==> src/rtl/utf8_to_ascii_json_escaper_macros.svh <==
// Assertion helpers shared by the RTL files that check themselves.
// Both expect clk and an active-low rst_n in the enclosing scope.
`ifndef UTF8_TO_ASCII_JSON_ESCAPER_MACROS_SVH
`define UTF8_TO_ASCII_JSON_ESCAPER_MACROS_SVH

// Same-cycle implication
`define U8ESC_ASSERT_NOW(label, ante, cons, msg) \
  label: assert property (@(posedge clk) disable iff (!rst_n) (ante) |-> (cons)) \
    else $error(msg);

// Next-cycle implication
`define U8ESC_ASSERT_NEXT(label, ante, cons, msg) \
  label: assert property (@(posedge clk) disable iff (!rst_n) (ante) |=> (cons)) \
    else $error(msg);

`endif

==> src/rtl/u8esc_pkg.sv <==
package u8esc_pkg;

  // What the main part of a job prints
  typedef enum logic [2:0] {
    KIND_NONE,   // nothing (waiting or malformed sequence)
    KIND_CHAR1,  // one plain character
    KIND_CHAR2,  // backslash and one character
    KIND_U16,    // one \uXXXX
    KIND_PAIR    // surrogate pair, two \uXXXX
  } kind_t;

  // One queued job: replacements, main part, replacements after end flag
  typedef struct packed {
    logic [2:0]  pre;
    kind_t       kind;
    logic [6:0]  main_char;
    logic [15:0] code_hi;
    logic [15:0] code_lo;
    logic [1:0]  post;
  } job_t;

  // Back-end sequencer segment
  typedef enum logic [1:0] {
    SEG_PRE,
    SEG_MAIN,
    SEG_POST
  } seg_t;

  localparam logic [6:0]  CHAR_BSLASH = 7'h5c;
  localparam logic [6:0]  CHAR_QUOTE  = 7'h22;
  localparam logic [6:0]  CHAR_U      = 7'h75;
  localparam logic [6:0]  CHAR_B      = 7'h62;
  localparam logic [6:0]  CHAR_T      = 7'h74;
  localparam logic [6:0]  CHAR_N      = 7'h6e;
  localparam logic [6:0]  CHAR_F      = 7'h66;
  localparam logic [6:0]  CHAR_R      = 7'h72;
  localparam logic [15:0] REPL_CODE   = 16'hfffd;

  localparam logic [6:0] HEX_CHARS [16] = '{
    7'h30, 7'h31, 7'h32, 7'h33, 7'h34, 7'h35, 7'h36, 7'h37,
    7'h38, 7'h39, 7'h61, 7'h62, 7'h63, 7'h64, 7'h65, 7'h66
  };

  // Character at position pos (0..5) of \uXXXX for a 16-bit code
  function automatic logic [6:0] u16_char(input logic [15:0] code, input logic [2:0] pos);
    logic [6:0] c;
    case (pos)
      3'd0:    c = CHAR_BSLASH;
      3'd1:    c = CHAR_U;
      3'd2:    c = HEX_CHARS[code[15:12]];
      3'd3:    c = HEX_CHARS[code[11:8]];
      3'd4:    c = HEX_CHARS[code[7:4]];
      3'd5:    c = HEX_CHARS[code[3:0]];
      default: c = CHAR_BSLASH;
    endcase
    return c;
  endfunction

endpackage

==> src/rtl/u8esc_front.sv <==
module u8esc_front (
  input  logic              clk,
  input  logic              rst_n,
  input  logic              in_valid,
  output logic              in_ready,
  input  logic [7:0]        in_byte,
  input  logic              end_of_text,
  input  logic              q_full,
  output logic              push,
  output u8esc_pkg::job_t   push_job
);

  logic [1:0] cnt_r, cnt_nxt;
  logic [7:0] pend0_r, pend0_nxt;
  logic [7:0] pend1_r, pend1_nxt;
  logic [7:0] pend2_r, pend2_nxt;

  logic        accept;
  logic        is_cont;
  logic        fresh;
  logic [2:0]  need;
  logic [10:0] code2;
  logic [15:0] code3;
  logic [20:0] code4;
  logic [19:0] off4;
  logic        seq_ok;
  u8esc_pkg::job_t job;

  assign in_ready = !q_full;
  assign accept   = in_valid && in_ready;
  assign is_cont  = (in_byte[7:6] == 2'b10);

  // Sequence length from the lead byte
  always_comb begin
    if (pend0_r[7:5] == 3'b110) begin
      need = 3'd2;
    end else if (pend0_r[7:4] == 4'b1110) begin
      need = 3'd3;
    end else begin
      need = 3'd4;
    end
  end

  // Decoded code points and range checks
  assign code2 = {pend0_r[4:0], in_byte[5:0]};
  assign code3 = {pend0_r[3:0], pend1_r[5:0], in_byte[5:0]};
  assign code4 = {pend0_r[2:0], pend1_r[5:0], pend2_r[5:0], in_byte[5:0]};
  assign off4  = 20'(code4 - 21'h010000);

  always_comb begin
    unique case (need)
      3'd2:    seq_ok = (code2 >= 11'h080);
      3'd3:    seq_ok = (code3 >= 16'h0800) && (code3[15:11] != 5'b11011);
      default: seq_ok = (code4 >= 21'h010000) && (code4 <= 21'h10ffff);
    endcase
  end

  // Classify the byte into a job and the next pending state
  always_comb begin
    job       = '0;
    cnt_nxt   = cnt_r;
    pend0_nxt = pend0_r;
    pend1_nxt = pend1_r;
    pend2_nxt = pend2_r;
    fresh     = 1'b0;

    if (cnt_r != 2'd0) begin
      if (is_cont) begin
        if (({1'b0, cnt_r} + 3'd1) >= need) begin
          cnt_nxt = 2'd0;
          if (!seq_ok) begin
            job.pre = need;
          end else if (need == 3'd4) begin
            job.kind    = u8esc_pkg::KIND_PAIR;
            job.code_hi = {6'b110110, off4[19:10]};
            job.code_lo = {6'b110111, off4[9:0]};
          end else begin
            job.kind    = u8esc_pkg::KIND_U16;
            job.code_hi = (need == 3'd2) ? {5'b0, code2} : code3;
          end
        end else begin
          if (cnt_r == 2'd1) begin
            pend1_nxt = in_byte;
          end else begin
            pend2_nxt = in_byte;
          end
          cnt_nxt = cnt_r + 2'd1;
        end
      end else begin
        // broken sequence: flush, then treat the byte on its own
        job.pre = {1'b0, cnt_r};
        cnt_nxt = 2'd0;
        fresh   = 1'b1;
      end
    end else begin
      fresh = 1'b1;
    end

    if (fresh) begin
      if (!in_byte[7]) begin
        if (in_byte[6:0] == u8esc_pkg::CHAR_QUOTE || in_byte[6:0] == u8esc_pkg::CHAR_BSLASH) begin
          job.kind      = u8esc_pkg::KIND_CHAR2;
          job.main_char = in_byte[6:0];
        end else if (in_byte >= 8'h20 && in_byte <= 8'h7e) begin
          job.kind      = u8esc_pkg::KIND_CHAR1;
          job.main_char = in_byte[6:0];
        end else begin
          job.kind = u8esc_pkg::KIND_CHAR2;
          unique case (in_byte[6:0])
            7'h08:   job.main_char = u8esc_pkg::CHAR_B;
            7'h09:   job.main_char = u8esc_pkg::CHAR_T;
            7'h0a:   job.main_char = u8esc_pkg::CHAR_N;
            7'h0c:   job.main_char = u8esc_pkg::CHAR_F;
            7'h0d:   job.main_char = u8esc_pkg::CHAR_R;
            default: begin
              job.kind    = u8esc_pkg::KIND_U16;
              job.code_hi = {8'h00, in_byte};
            end
          endcase
        end
      end else if (in_byte >= 8'hc0 && in_byte <= 8'hf7) begin
        pend0_nxt = in_byte;
        cnt_nxt   = 2'd1;
      end else begin
        job.kind    = u8esc_pkg::KIND_U16;
        job.code_hi = u8esc_pkg::REPL_CODE;
      end
    end

    // end flag flushes whatever is still pending
    if (end_of_text) begin
      job.post = cnt_nxt;
      cnt_nxt  = 2'd0;
    end
  end

  assign push_job = job;
  assign push     = accept &&
                    (job.pre != 3'd0 || job.kind != u8esc_pkg::KIND_NONE || job.post != 2'd0);

  // Pending count
  always_ff @(posedge clk) begin
    if (!rst_n) begin
      cnt_r <= 2'd0;
    end else if (accept) begin
      cnt_r <= cnt_nxt;
    end
  end

  // Pending bytes
  always_ff @(posedge clk) begin
    if (!rst_n) begin
      pend0_r <= 8'h00;
      pend1_r <= 8'h00;
      pend2_r <= 8'h00;
    end else if (accept) begin
      pend0_r <= pend0_nxt;
      pend1_r <= pend1_nxt;
      pend2_r <= pend2_nxt;
    end
  end

endmodule

==> src/rtl/u8esc_fifo.sv <==
`include "utf8_to_ascii_json_escaper_macros.svh"

module u8esc_fifo #(
  parameter int DEPTH = 4
) (
  input  logic             clk,
  input  logic             rst_n,
  input  logic             push,
  input  u8esc_pkg::job_t  push_job,
  output logic             full,
  input  logic             pop,
  output logic             head_valid,
  output u8esc_pkg::job_t  head_job
);

  localparam int PTR_W = (DEPTH > 1) ? $clog2(DEPTH) : 1;
  localparam int CNT_W = $clog2(DEPTH + 1);

  u8esc_pkg::job_t mem_r [DEPTH];
  logic [PTR_W-1:0] wr_ptr_r, wr_ptr_nxt;
  logic [PTR_W-1:0] rd_ptr_r, rd_ptr_nxt;
  logic [CNT_W-1:0] count_r, count_nxt;

  assign full       = (count_r == CNT_W'(DEPTH));
  assign head_valid = (count_r != '0);
  assign head_job   = mem_r[rd_ptr_r];

  // Pointer wrap and fill count
  always_comb begin
    wr_ptr_nxt = wr_ptr_r;
    rd_ptr_nxt = rd_ptr_r;
    count_nxt  = count_r;
    if (push) begin
      wr_ptr_nxt = (wr_ptr_r == PTR_W'(DEPTH - 1)) ? '0 : wr_ptr_r + 1'b1;
    end
    if (pop) begin
      rd_ptr_nxt = (rd_ptr_r == PTR_W'(DEPTH - 1)) ? '0 : rd_ptr_r + 1'b1;
    end
    if (push && !pop) begin
      count_nxt = count_r + 1'b1;
    end else if (pop && !push) begin
      count_nxt = count_r - 1'b1;
    end
  end

  always_ff @(posedge clk) begin
    if (!rst_n) begin
      wr_ptr_r <= '0;
      rd_ptr_r <= '0;
      count_r  <= '0;
    end else begin
      wr_ptr_r <= wr_ptr_nxt;
      rd_ptr_r <= rd_ptr_nxt;
      count_r  <= count_nxt;
    end
  end

  // Job storage
  always_ff @(posedge clk) begin
    if (push) begin
      mem_r[wr_ptr_r] <= push_job;
    end
  end

  `U8ESC_ASSERT_NOW(a_no_overflow, full, !push, "job queue written while full")
  `U8ESC_ASSERT_NOW(a_no_underflow, !head_valid, !pop, "job queue read while empty")

endmodule

==> src/rtl/u8esc_back.sv <==
`include "utf8_to_ascii_json_escaper_macros.svh"

module u8esc_back (
  input  logic             clk,
  input  logic             rst_n,
  input  logic             head_valid,
  input  u8esc_pkg::job_t  head_job,
  output logic             pop,
  output logic             out_valid,
  input  logic             out_ready,
  output logic [6:0]       out_char,
  output logic             last_of_run
);

  u8esc_pkg::seg_t seg_r, seg_nxt, seg_eff;
  logic [2:0] pos_r, pos_nxt;
  logic [1:0] cnt_r, cnt_nxt;
  logic       half_r, half_nxt;

  logic       out_valid_r;
  logic [6:0] out_char_r;
  logic       out_last_r;

  logic       load;
  logic [6:0] cur_char;
  logic       unit_end;
  logic       seg_end;
  logic       job_last;

  assign load = head_valid && (!out_valid_r || out_ready);
  assign pop  = load && job_last;

  // Skip an empty replacement run at the start of a job
  always_comb begin
    if (seg_r == u8esc_pkg::SEG_PRE && head_job.pre == 3'd0) begin
      seg_eff = (head_job.kind != u8esc_pkg::KIND_NONE) ? u8esc_pkg::SEG_MAIN
                                                        : u8esc_pkg::SEG_POST;
    end else begin
      seg_eff = seg_r;
    end
  end

  // Output decode: current character and where it ends
  always_comb begin
    cur_char = u8esc_pkg::u16_char(u8esc_pkg::REPL_CODE, pos_r);
    unit_end = (pos_r == 3'd5);
    seg_end  = 1'b0;
    job_last = 1'b0;
    unique case (seg_eff)
      u8esc_pkg::SEG_PRE: begin
        seg_end  = unit_end && ({1'b0, cnt_r} == head_job.pre - 3'd1);
        job_last = seg_end && head_job.kind == u8esc_pkg::KIND_NONE &&
                   head_job.post == 2'd0;
      end
      u8esc_pkg::SEG_MAIN: begin
        case (head_job.kind)
          u8esc_pkg::KIND_CHAR1: begin
            cur_char = head_job.main_char;
            unit_end = 1'b1;
          end
          u8esc_pkg::KIND_CHAR2: begin
            cur_char = (pos_r == 3'd0) ? u8esc_pkg::CHAR_BSLASH : head_job.main_char;
            unit_end = (pos_r == 3'd1);
          end
          u8esc_pkg::KIND_U16: begin
            cur_char = u8esc_pkg::u16_char(head_job.code_hi, pos_r);
          end
          u8esc_pkg::KIND_PAIR: begin
            cur_char = u8esc_pkg::u16_char(half_r ? head_job.code_lo : head_job.code_hi,
                                           pos_r);
          end
          default: begin
            cur_char = u8esc_pkg::CHAR_BSLASH;
            unit_end = 1'b1;
          end
        endcase
        seg_end  = unit_end && (head_job.kind != u8esc_pkg::KIND_PAIR || half_r);
        job_last = seg_end && head_job.post == 2'd0;
      end
      u8esc_pkg::SEG_POST: begin
        seg_end  = unit_end && (cnt_r == head_job.post - 2'd1);
        job_last = seg_end;
      end
      default: begin
        seg_end  = 1'b1;
        job_last = 1'b1;
      end
    endcase
  end

  // Next state of the sequencer
  always_comb begin
    seg_nxt  = seg_r;
    pos_nxt  = pos_r;
    cnt_nxt  = cnt_r;
    half_nxt = half_r;
    if (load) begin
      seg_nxt = seg_eff;
      if (job_last) begin
        seg_nxt  = u8esc_pkg::SEG_PRE;
        pos_nxt  = 3'd0;
        cnt_nxt  = 2'd0;
        half_nxt = 1'b0;
      end else if (seg_end) begin
        pos_nxt  = 3'd0;
        cnt_nxt  = 2'd0;
        half_nxt = 1'b0;
        if (seg_eff == u8esc_pkg::SEG_PRE && head_job.kind != u8esc_pkg::KIND_NONE) begin
          seg_nxt = u8esc_pkg::SEG_MAIN;
        end else begin
          seg_nxt = u8esc_pkg::SEG_POST;
        end
      end else if (unit_end) begin
        pos_nxt = 3'd0;
        if (seg_eff == u8esc_pkg::SEG_MAIN) begin
          half_nxt = 1'b1;
        end else begin
          cnt_nxt = cnt_r + 2'd1;
        end
      end else begin
        pos_nxt = pos_r + 3'd1;
      end
    end
  end

  always_ff @(posedge clk) begin
    if (!rst_n) begin
      seg_r  <= u8esc_pkg::SEG_PRE;
      pos_r  <= 3'd0;
      cnt_r  <= 2'd0;
      half_r <= 1'b0;
    end else begin
      seg_r  <= seg_nxt;
      pos_r  <= pos_nxt;
      cnt_r  <= cnt_nxt;
      half_r <= half_nxt;
    end
  end

  // Output register
  always_ff @(posedge clk) begin
    if (!rst_n) begin
      out_valid_r <= 1'b0;
    end else if (load) begin
      out_valid_r <= 1'b1;
    end else if (out_ready) begin
      out_valid_r <= 1'b0;
    end
  end

  always_ff @(posedge clk) begin
    if (load) begin
      out_char_r <= cur_char;
      out_last_r <= job_last;
    end
  end

  assign out_valid   = out_valid_r;
  assign out_char    = out_char_r;
  assign last_of_run = out_last_r;

  `U8ESC_ASSERT_NOW(a_pos_range, 1'b1, pos_r <= 3'd5, "char position past end of escape")
  `U8ESC_ASSERT_NOW(a_idle_at_start, !head_valid,
    seg_r == u8esc_pkg::SEG_PRE && pos_r == 3'd0 && cnt_r == 2'd0 && !half_r,
    "sequencer not at job start while queue empty")
  `U8ESC_ASSERT_NEXT(a_pop_shows_last, pop, out_valid_r && out_last_r,
    "job retired without a last beat")

endmodule

==> src/rtl/utf8_to_ascii_json_escaper.sv <==
// UTF-8 to ASCII JSON string escaper.
// A taken byte's job is queued; its first character is then loaded into the output register.
// Throughput: one input beat per cycle while the job queue has room; output is one
// character per cycle while out_tready is high; a byte giving N characters holds the back end.
// Reset (rst_n low, synchronous) empties the queue, drops any pending UTF-8 sequence
// and clears out_tvalid.
module utf8_to_ascii_json_escaper #(
  parameter int QUEUE_DEPTH = 4
) (
  input  logic       clk,
  input  logic       rst_n,
  input  logic       in_tvalid,
  output logic       in_tready,
  input  logic [7:0] in_tdata,   // [7:0] in_byte
  input  logic       in_tlast,   // end_of_text
  output logic       out_tvalid,
  input  logic       out_tready,
  output logic [7:0] out_tdata,  // [6:0] out_char, [7] zero
  output logic       out_tlast   // last_of_run
);

  logic            push;
  u8esc_pkg::job_t push_job;
  logic            q_full;
  logic            pop;
  logic            head_valid;
  u8esc_pkg::job_t head_job;
  logic [6:0]      out_char;

  u8esc_front u_front (
    .clk         (clk),
    .rst_n       (rst_n),
    .in_valid    (in_tvalid),
    .in_ready    (in_tready),
    .in_byte     (in_tdata),
    .end_of_text (in_tlast),
    .q_full      (q_full),
    .push        (push),
    .push_job    (push_job)
  );

  u8esc_fifo #(
    .DEPTH (QUEUE_DEPTH)
  ) u_fifo (
    .clk        (clk),
    .rst_n      (rst_n),
    .push       (push),
    .push_job   (push_job),
    .full       (q_full),
    .pop        (pop),
    .head_valid (head_valid),
    .head_job   (head_job)
  );

  u8esc_back u_back (
    .clk         (clk),
    .rst_n       (rst_n),
    .head_valid  (head_valid),
    .head_job    (head_job),
    .pop         (pop),
    .out_valid   (out_tvalid),
    .out_ready   (out_tready),
    .out_char    (out_char),
    .last_of_run (out_tlast)
  );

  assign out_tdata = {1'b0, out_char};

endmodule
==> config.mk <==
export PLATFORM = sky130hd
export DESIGN_NAME = utf8_to_ascii_json_escaper
export DESIGN_NICKNAME = d
export VERILOG_FILES = /design/src/rtl/u8esc_pkg.sv /design/src/rtl/u8esc_front.sv /design/src/rtl/u8esc_fifo.sv /design/src/rtl/u8esc_back.sv /design/src/rtl/utf8_to_ascii_json_escaper.sv
export VERILOG_INCLUDE_DIRS = /design/src /design/src/rtl
export SDC_FILE = /design/constraint.sdc
export NUM_CORES = 1
export LEC_CHECK = 0
export ABC_AREA = 1
export BUFFER_PORTS_ARGS = -buffer_cell sky130_fd_sc_hd__buf_4
export CORE_ASPECT_RATIO = 0.75
export CORE_MARGIN = 3
export CORE_UTILIZATION = 45
export CTS_BUF_LIST = sky130_fd_sc_hd__clkbuf_4
export CTS_CLUSTER_DIAMETER = 30
export CTS_CLUSTER_SIZE = 40
export DETAILED_ROUTE_END_ITERATION = 10
export SYNTH_ARGS = -nofsm -noshare
export SYNTH_HDL_FRONTEND = slang
export SYNTH_SLANG_ARGS = --single-unit
==> constraint.sdc <==
create_clock -name clk -period 9.32 [get_ports clk]
set_input_delay 2.33 -clock clk [delete_from_list [all_inputs] [get_ports clk]]
set_output_delay 2.33 -clock clk [all_outputs]
set_load 0.01 [all_outputs]
==> results.yml <==
routing:
  ant_nets: 0
  firstDrtPassIters: 5
  drt-initial-drc-count: 777
  vias: 9045
  drc: 0
  viasPerCell: 5.262
  wl_per_cell_um: 17.26
  wirelength_um: 29670
logic_synthesis:
  yosysTopAreaCellShare_pct: 45.73
  synth-seq-cells: 216
  synth_xor_area_share_pct: 0.3790
  ys_warn_count: 0
  synth_mux_area_share_pct: 0
  netlist_area_mm2: 0.01156
  synth_top_family_by_area: "simple AND/OR/NAND/NOR gates"
  synth_largest_area_cell: "edfxtp_1"
  synth_area_leaders: "edfxtp_1, nand2_1, dfxtp_1"
  synth_nets: 1373
  synth_compound_area_share_pct: 10.79
  yosysSeqAreaShare_pct: 52.66
  avgSynthCellArea_um2: 8.761
  ys_types: 52
  synthSimpleGateAreaFrac_pct: 24.78
  synthAdderAreaFrac_pct: 4.504
  netlist_instances: 1319
sta:
  timing.clock.skew_ns: 0.08149
  finalSetupTns_ns: 0
  fin_crit_sh_pct: 54.39
  drv_slew: 0
  tightestPinTransition_ns: 0.9977
  rsz0062_at_grt: "false"
  slew_headroom_pct: 33.24
  setup_viol: 0
  finalHoldViolCount: 0
  max_freq_mhz: 197.3
  fin_crit_ns: 5.069
clock_network:
  cts-resized-gates: 0
  cts_hold_buf: 0
  root_buffer: "clkbuf_4"
  numCtsBuffers: 37
  cts_setup_buffers: 0
  cts_num_sinks: 216
  clk-insertion-delay-late_ns: 0.68
  cts_buffer_depth: 3
  clk_pin_slew_ns: 0.10
  htreeDepth: 2
  cts_tree: "built"
finish:
  multiInputGateArea_mm2: 0.004716
  layout-drive-gt1-share_pct: 12.45
  syn2layout_area_growth_pct: 8.879
  fin_area_mm2: 0.01258
  final_nets: 1406
  antenna_cells: 0
  fillers: 2380
  register_area_mm2: 0.006087
status:
  status: "finished clean"
global_route:
  grt_max_degree: 62
  grt_pass1_vias: 8163
  antenna_found_initial: 0
  grt.total_usage_pct: 21.77
  grt-ovfl-total: 0
  grt_pass1_wl_um: 46330
critical_path:
  ff2ff_setup_slack_ns: 4.55
  r2r-end: "u_fifo.count_r[2]"
  crit_slowest_cell: "nand3_1"
  worst_r2r_path_depth: 23
  path_buf_inv: 4
  crit_path_start_kind: "primary input"
  path_max_fanout: 16
  cp_top_family: "simple AND/OR/NAND/NOR gates"
  path_class: "in2reg"
  crit_chain: "buf_4, inv_2, nand2_1, nor2_2, nand2_1, nor3_2, nand3_1, nand3_1, nor2_1, nand3_1, nand2_1, inv_1, ha_1, inv_1, fa_1, a21oi_1, o21ai_0, o21ai_0, a21oi_1"
  r2r-start: "u_front.pend0_r[6]"
  critPathRequiredTime_ns: 9.87
  cp_slowest_stage_delay_ns: 0.51
  cp-end-kind: "register"
  cp.arrival_ns: 5.62
placement:
  place_congestion: 0.9670
  port_buffers: 22
  dpl-instance-area_mm2: 0.01201
  dp_hpwl_um: 20230
power_and_ir_drop:
  vdd_drop_max_mv: 0.1177
  p_per_area_mw_per_mm2: 237.0
  power_leakage_nw: 5.093
hold_path:
  whs_endpoint: "u_front.pend0_r[7]"
  hp-start: "u_front.pend0_r[7]"
  worstHoldPathCells: 2
  min_path_type: "reg2reg"
floorplan:
  dieWidth_um: 191.0
  rows: 50
  io-pin-count: 24
  die_y_um: 144.8
  start_util_pct: 46.06
  core_mm2: 0.02509
  die_area_mm2: 0.02766
job:
  maxCapViolCount: 0
[cell families after synthesis]
family,Yosys count
compound gates,216
xor+xnor,5
fa+ha+maj,41
buf+inv,179
flops,216
other cells,1
simple gates,661
[Yosys cell counts, drive strengths merged]
library cell / instances
dfxtp: 40
ha: 40
nand2: 360
o22ai: 8
and3: 1
edfxtp: 176
xnor2: 2
nand4: 19
a211oi: 7
o211ai: 12
o2111ai: 1
nand3: 111
inv: 134
clkbuf: 13
a22oi: 3
o21ai: 111
a22o: 1
o41ai: 1
a41oi: 2
a32o: 2
buf: 28
nor3: 18
nor2: 149
conb: 1
or2: 1
a21boi: 1
a21oi: 57
o31ai: 2
xor2: 3
nor3b: 1
fa: 1
o221ai: 2
nand3b: 1
a31oi: 4
a32oi: 2
clkinv: 4
[placed cells by master, fill, tap and decap left out, types with 35 or more instances in the layout]
cell	instances
nand2_1	342
edfxtp_1	176
nor2_1	141
inv_1	114
nand3_1	101
o21ai_0	68
a21oi_1	55
ha_1	40
dfxtp_1	39
clkbuf_4	37
o21ai_1	35
buf_4	35
[worst max-delay path by stage]
| stage | slack (ns) | start | endpoint | cells after the start |
|---|---|---|---|---|
| after floorplan | 3.58 | in_tdata[6] | u_fifo.mem_r[0][0] | 11 |
| after global placement | 3.70 | in_tdata[6] | u_fifo.count_r[2] | 19 |
| after detailed placement | 3.59 | in_tdata[6] | u_fifo.count_r[2] | 19 |
| after CTS | 4.30 | in_tdata[6] | u_fifo.count_r[2] | 19 |
| after global routing | 3.95 | in_tdata[6] | u_fifo.count_r[2] | 19 |
| final | 4.25 | in_tdata[6] | u_fifo.count_r[2] | 19 |
[where the power goes]
group / switching, W / internal (W)
sequential: 0.0000414 / 0.00118
clock: 0.000422 / 0.000296
combinational: 0.000730 / 0.000315
total: 0.00119 / 0.00179
[layer usage]
| layer | global-route usage, % | up-vias | part of all wire (%) |
|---|---|---|---|
| li1 | - | 4553 | - |
| met1 | 33.62 | 4147 | 50 |
| met2 | 31.36 | 288 | 41 |
| met3 | 4.310 | 57 | 7.0 |
| met4 | 5.403 | 0 | 2.1 |
| met5 | 0 | - | 0 |
[state kept, by name, indices dropped and copies added, names as in the netlist, 3 cells and up, named ones only]
name             flops
u_front.pend0_r      8
u_fifo.count_r       3
u_back.pos_r         3
u_fifo.mem_r       168
u_front.pend2_r      6
u_front.pend1_r      6
u_back.out_char      7
[tightest hold or removal path: stages, from the launching register on]
cell	delay (ns)
dfxtp_1	0.33
nor2_1	0.05
nor2_1	0.07
[layout make-up]
cell class / instances / share of cell area (%)
repair buffers: 35 / 2.088
multi-input cells: 924 / 37.48
clock buffers: 37 / 2.208
well taps: 338 / 3.361
inverters: 138 / 4.157
flip-flops and latches: 216 / 48.38
clock inverters: 31 / 2.327
[per-stage QoR]
step / utilization [%] / setup slack, ns / total power (W) / cells / hold slack [ns]
6_report: 50.15 / 4.251 / 0.002982 / 1719 / 0.4784
5_1_grt: 50.15 / 3.947 / 0.003194 / 1719 / 0.5125
4_1_cts: 50.15 / 4.304 / 0.003002 / 1719 / 0.4821
3_5_place_dp: 47.88 / 3.591 / 0.002277 / 1651 / 0.4602
3_3_place_gp: 47.88 / 3.702 / 0.002265 / 1651 / 0.4519
2_1_floorplan: - / 3.580 / 0.002006 / 1319 / 0.4402
Note: power is estimated with default switching activity, not from simulation.
